==> config.mk <==
export PLATFORM = sky130hd
export DESIGN_NAME = arw_counters
export DESIGN_NICKNAME = d
export VERILOG_FILES = /design/src/rtl/arw_pkg.sv /design/src/rtl/arw_counters.sv
export SDC_FILE = /design/constraint.sdc
export NUM_CORES = 1
export LEC_CHECK = 0
export BUFFER_PORTS_ARGS = -buffer_cell sky130_fd_sc_hd__buf_2
export CORE_MARGIN = 5
export CORE_UTILIZATION = 41
export DETAILED_ROUTE_END_ITERATION = 8
export PLACE_DENSITY_LB_ADDON = 0.3
export SLEW_MARGIN = 20
export SYNTH_ARGS = -nofsm -noshare
export SYNTH_HDL_FRONTEND = slang
export SYNTH_SLANG_ARGS = --single-unit
==> constraint.sdc <==
create_clock -name clk -period 3.4 [get_ports clk]
set_input_delay 0 -clock clk [delete_from_list [all_inputs] [get_ports clk]]
set_output_delay 0 -clock clk [all_outputs]
set_load 0.02 [all_outputs]
==> src/rtl/arw_pkg.sv <==
`timescale 1ns / 1ps
// ----------------------------------------------------------------------------
// Anti-replay window package
// Shared widths, command and verdict codes, and the status struct that the
// window logic hands to the counter bank.
// ----------------------------------------------------------------------------
package arw_pkg;

    localparam int SEQ_W      = 64;
    localparam int CNT_W      = 32;
    localparam int CFG_W      = 5;
    localparam int WORD_BITS  = 64;
    localparam int WORD_LOG2  = 6;
    localparam int WINDOW_BITS_DEF = 1024;

    // Window width after reset, in words, before clamping to built storage.
    localparam logic [CFG_W-1:0] RESET_WORDS = 5'd16;

    localparam logic [1:0] CMD_COMMIT = 2'd0;
    localparam logic [1:0] CMD_PEEK   = 2'd1;
    localparam logic [1:0] CMD_CLEAR  = 2'd2;

    localparam logic [1:0] VERDICT_ACCEPT = 2'd0;
    localparam logic [1:0] VERDICT_REPLAY = 2'd1;
    localparam logic [1:0] VERDICT_STALE  = 2'd2;

    typedef struct packed {
        logic [1:0] verdict;
        logic       bump_accept;
        logic       bump_replay;
        logic       bump_stale;
    } arw_tally_t;

endpackage

==> src/rtl/arw_counters.sv <==
`timescale 1ns / 1ps
// ----------------------------------------------------------------------------
// Anti-replay lifetime counters
// Three saturating counters of accepted, replayed and stale packets.
// ----------------------------------------------------------------------------
module arw_counters (
    input  logic                        clk,
    input  logic                        rst_n,
    input  logic                        step,
    input  arw_pkg::arw_tally_t         tally,
    output logic [arw_pkg::CNT_W-1:0]   accepted_count,
    output logic [arw_pkg::CNT_W-1:0]   replay_count,
    output logic [arw_pkg::CNT_W-1:0]   stale_count
);

    logic [arw_pkg::CNT_W-1:0] acc_reg, acc_next;
    logic [arw_pkg::CNT_W-1:0] rep_reg, rep_next;
    logic [arw_pkg::CNT_W-1:0] stl_reg, stl_next;

    // Each counter holds at its maximum instead of wrapping.
    always_comb
    begin
        acc_next = acc_reg;
        rep_next = rep_reg;
        stl_next = stl_reg;
        if (tally.bump_accept && acc_reg != '1)
        begin
            acc_next = acc_reg + 1'b1;
        end
        if (tally.bump_replay && rep_reg != '1)
        begin
            rep_next = rep_reg + 1'b1;
        end
        if (tally.bump_stale && stl_reg != '1)
        begin
            stl_next = stl_reg + 1'b1;
        end
    end

    always_ff @(posedge clk or negedge rst_n)
    begin
        if (!rst_n)
        begin
            acc_reg <= '0;
            rep_reg <= '0;
            stl_reg <= '0;
        end
        else if (step)
        begin
            acc_reg <= acc_next;
            rep_reg <= rep_next;
            stl_reg <= stl_next;
        end
    end

    assign accepted_count = acc_reg;
    assign replay_count   = rep_reg;
    assign stale_count    = stl_reg;

endmodule

==> flow_summary.json <==
{
  "worstPathMaxFanout": 22,
  "r2r-end": "replay_count[19]",
  "synth_top_area_share_pct": 51.6,
  "yosysUniqueCellTypes": 41,
  "die-area_um2": 13600,
  "avgViaCountPerCell": 5.34,
  "min_path_type": "in2reg",
  "path_class": "reg2reg",
  "drv_cap": 0,
  "regArea_um2": 2400,
  "grt_max_degree": 78,
  "multiInputGateArea_um2": 2200,
  "outcome": "completed",
  "grt_pass1_wl_um": 18100,
  "crit_path_max_incr_delay_ps": 770,
  "postCtsSetupBuffers": 0,
  "cts_sinks": 96,
  "start_kind": "register",
  "grt_pass1_vias": 3708,
  "wl_per_cell_um": 15.3,
  "avgSynthCellArea_um2": 10.7,
  "yosysSeqAreaShare_pct": 51.6,
  "crit_chain": "ha_1 -> nand3_1 -> or4_4 -> o31ai_4 -> nor4_1 -> xor2_1",
  "path_buf_inv": 0,
  "ys_warn_count": 0,
  "worst-path-stages": 6,
  "ctsHoldBuffers": 2,
  "drc": 0,
  "first_pass_iters": 4,
  "cts_root_buffer": "clkbuf_16",
  "tightest_slew_ps": 836,
  "fin_area_um2": 5590,
  "fillCellCount": 1070,
  "internal_power_mw": 1.94,
  "synth_seq_cells": 96,
  "cp-endpoint": "replay_count[19]",
  "pwr-share-seq_pct": 50.2,
  "fin_skew_ps": 4.50,
  "synthCells": 435,
  "synth_area_um2": 4660,
  "cp-end-kind": "register",
  "drt-total-wl_um": 10600,
  "antenna_found_initial": 0,
  "overflow": 0,
  "worst_slack_ps": 912,
  "leakagePower_nw": 2.91,
  "vias": 3687,
  "clk_latency_ps": 340,
  "yosys.area.top_type": "dfrtp_1",
  "start_util_pct": 41.3,
  "critical_path.top_delay_family": "simple AND/OR/NAND/NOR gates",
  "ys.flop_type": "dfrtp_1",
  "hold_violations": 0,
  "place_congestion": 0.864,
  "worstRegToRegCells": 6,
  "r2r_slack_ps": 910,
  "cts_resized": 0,
  "drt_iter0_markers": 170,
  "cp_data_required_time_ps": 3610,
  "fp.dieW_um": 117,
  "wl_met3_um": 672,
  "p_switching_uw": 853,
  "post-route-period-util_pct": 73.2,
  "synth_most_common_cell": "dfrtp_1",
  "synth_area_leaders": "dfrtp_1 (52%), xor2_1 (10%), xnor2_1 (7.3%), nand3_1 (4.4%), nand4_1 (3.6%)",
  "place_area_um2": 5310,
  "dp_hpwl_um": 7660,
  "irDropWorstVdd_mv": 0.312,
  "worstPathArrival_ps": 2690,
  "num_rows": 39,
  "portBuffers": 101,
  "cts_buffer_depth": 2,
  "relSlewSlack_pct": 44.2,
  "period_minus_slack_ps": 2490,
  "final_max_slew_viol_count": 0,
  "p_sw_share_pct": 30.6,
  "dieHeight_um": 117,
  "synth_fp_nets": 446,
  "wl_met1_um": 4870,
  "ant_nets": 0,
  "top_layer_used": "met4",
  "dp_slack_ps": 898,
  "antenna_cells": 0,
  "dr_wl_met2_um": 4900,
  "synth-edff-count": 0,
  "setup_viol": 0,
  "fmax_mhz": 402,
  "combPwrFrac_pct": 16.5,
  "fp.coreArea_um2": 11300,
  "powerDensity_nw_per_um2": 499,
  "clockPowerShare_pct": 33.3,
  "grtUsageTotal_pct": 16.7,
  "numCtsBuffers": 9,
  "crit_path_top_delay_cell": "o31ai_4",
  "h-tree-depth": 3,
  "syn_to_final_growth_pct": 20.1,
  "synthTopCellsByCount": "dfrtp_1 (96), xor2_1 (53), nand3_1 (41), xnor2_1 (39), nand2_1 (37)",
  "hold_depth": 3,
  "rsz0062_at_grt": "false",
  "finalSetupTns_ps": 0,
  "timing.rr.start": "replay_count[0]",
  "hold-worst-slack_ps": 87.2,
  "async_flop_share_pct": 100,
  "drive_above_1_share_pct": 23.0,
  "path_clk_slew_ps": 60,
  "cts_tree": "built",
  "startpoint": "replay_count[0]",
  "pin_count": 104,
  "fin_nets": 554
}
[area by class of cell]
cell class,count,area share (%)
clock buffer,16,4.68
inverter,2,0.134
multi-input combinational,329,39.3
sequential,96,43.0
tap,143,3.20
timing repair buffer,105,9.78
[state kept, by name, indices dropped and copies added, names as in the netlist]
register	count
stale_count	32
replay_count	32
accepted_count	32
[kinds of logic after synthesis]
logic type,share of synthesized area [%]
and+or+nand+nor,26.1
DFF,51.6
xor gates and xnor gates,17.3
AOI/OAI and AO/OA,2.26
buffers and inverters,1.29
muxes,0.725
adders and majority gates,0.806
[per-layer routing]
layer  track usage, %  vias to the layer above
met5                0                        -
met4             7.26                        0
met3             4.04                       10
met2             26.1                       87
met1             22.3                     1820
li1                 -                     1770
[cell usage in the layout (no fill, tap or decap), drive strengths merged, types with 4 or more instances in the layout]
cell / instances
nor2: 25
dfrtp: 96
buf: 103
xnor2: 39
and4: 11
a21oi: 4
and3: 22
xor2: 53
or2: 4
and2: 5
clkbuf: 16
nand2: 37
nand4: 27
nor3: 20
nor4: 15
nand3: 41
[worst min-delay path by stage]
stage          startpoint           endpoint  slack [ps]
5_1_grt              step    replay_count[2]         120
3_5_place_dp        rst_n  accepted_count[5]         230
2_1_floorplan       rst_n  accepted_count[0]        -300
3_3_place_gp        rst_n  accepted_count[3]         210
4_1_cts              step    replay_count[2]          80
6_report             step    replay_count[2]          90
[per-stage QoR]
step / utilization (%) / instances / power, mW
floorplan: - / 435 / 1.68
global placement: 47.1 / 673 / 1.87
detailed placement: 47.1 / 673 / 1.89
CTS: 49.6 / 691 / 2.83
global route: 49.6 / 691 / 2.94
finish: 49.6 / 691 / 2.79
[tightest hold or removal path, stage by stage]
cell     delay (ps)
buf_2           190
nand3_1         130
xnor2_1          60
[power by group through the flow]
stage / clock, mW / combinational, mW / sequential (mW)
2_1_floorplan: 0 / 0.159 / 1.52
5_1_grt: 1.00 / 0.510 / 1.43
4_1_cts: 0.957 / 0.470 / 1.40
6_report: 0.930 / 0.460 / 1.40
3_5_place_dp: 0 / 0.468 / 1.42
3_3_place_gp: 0 / 0.460 / 1.41
(Power assumes the default switching activity.)
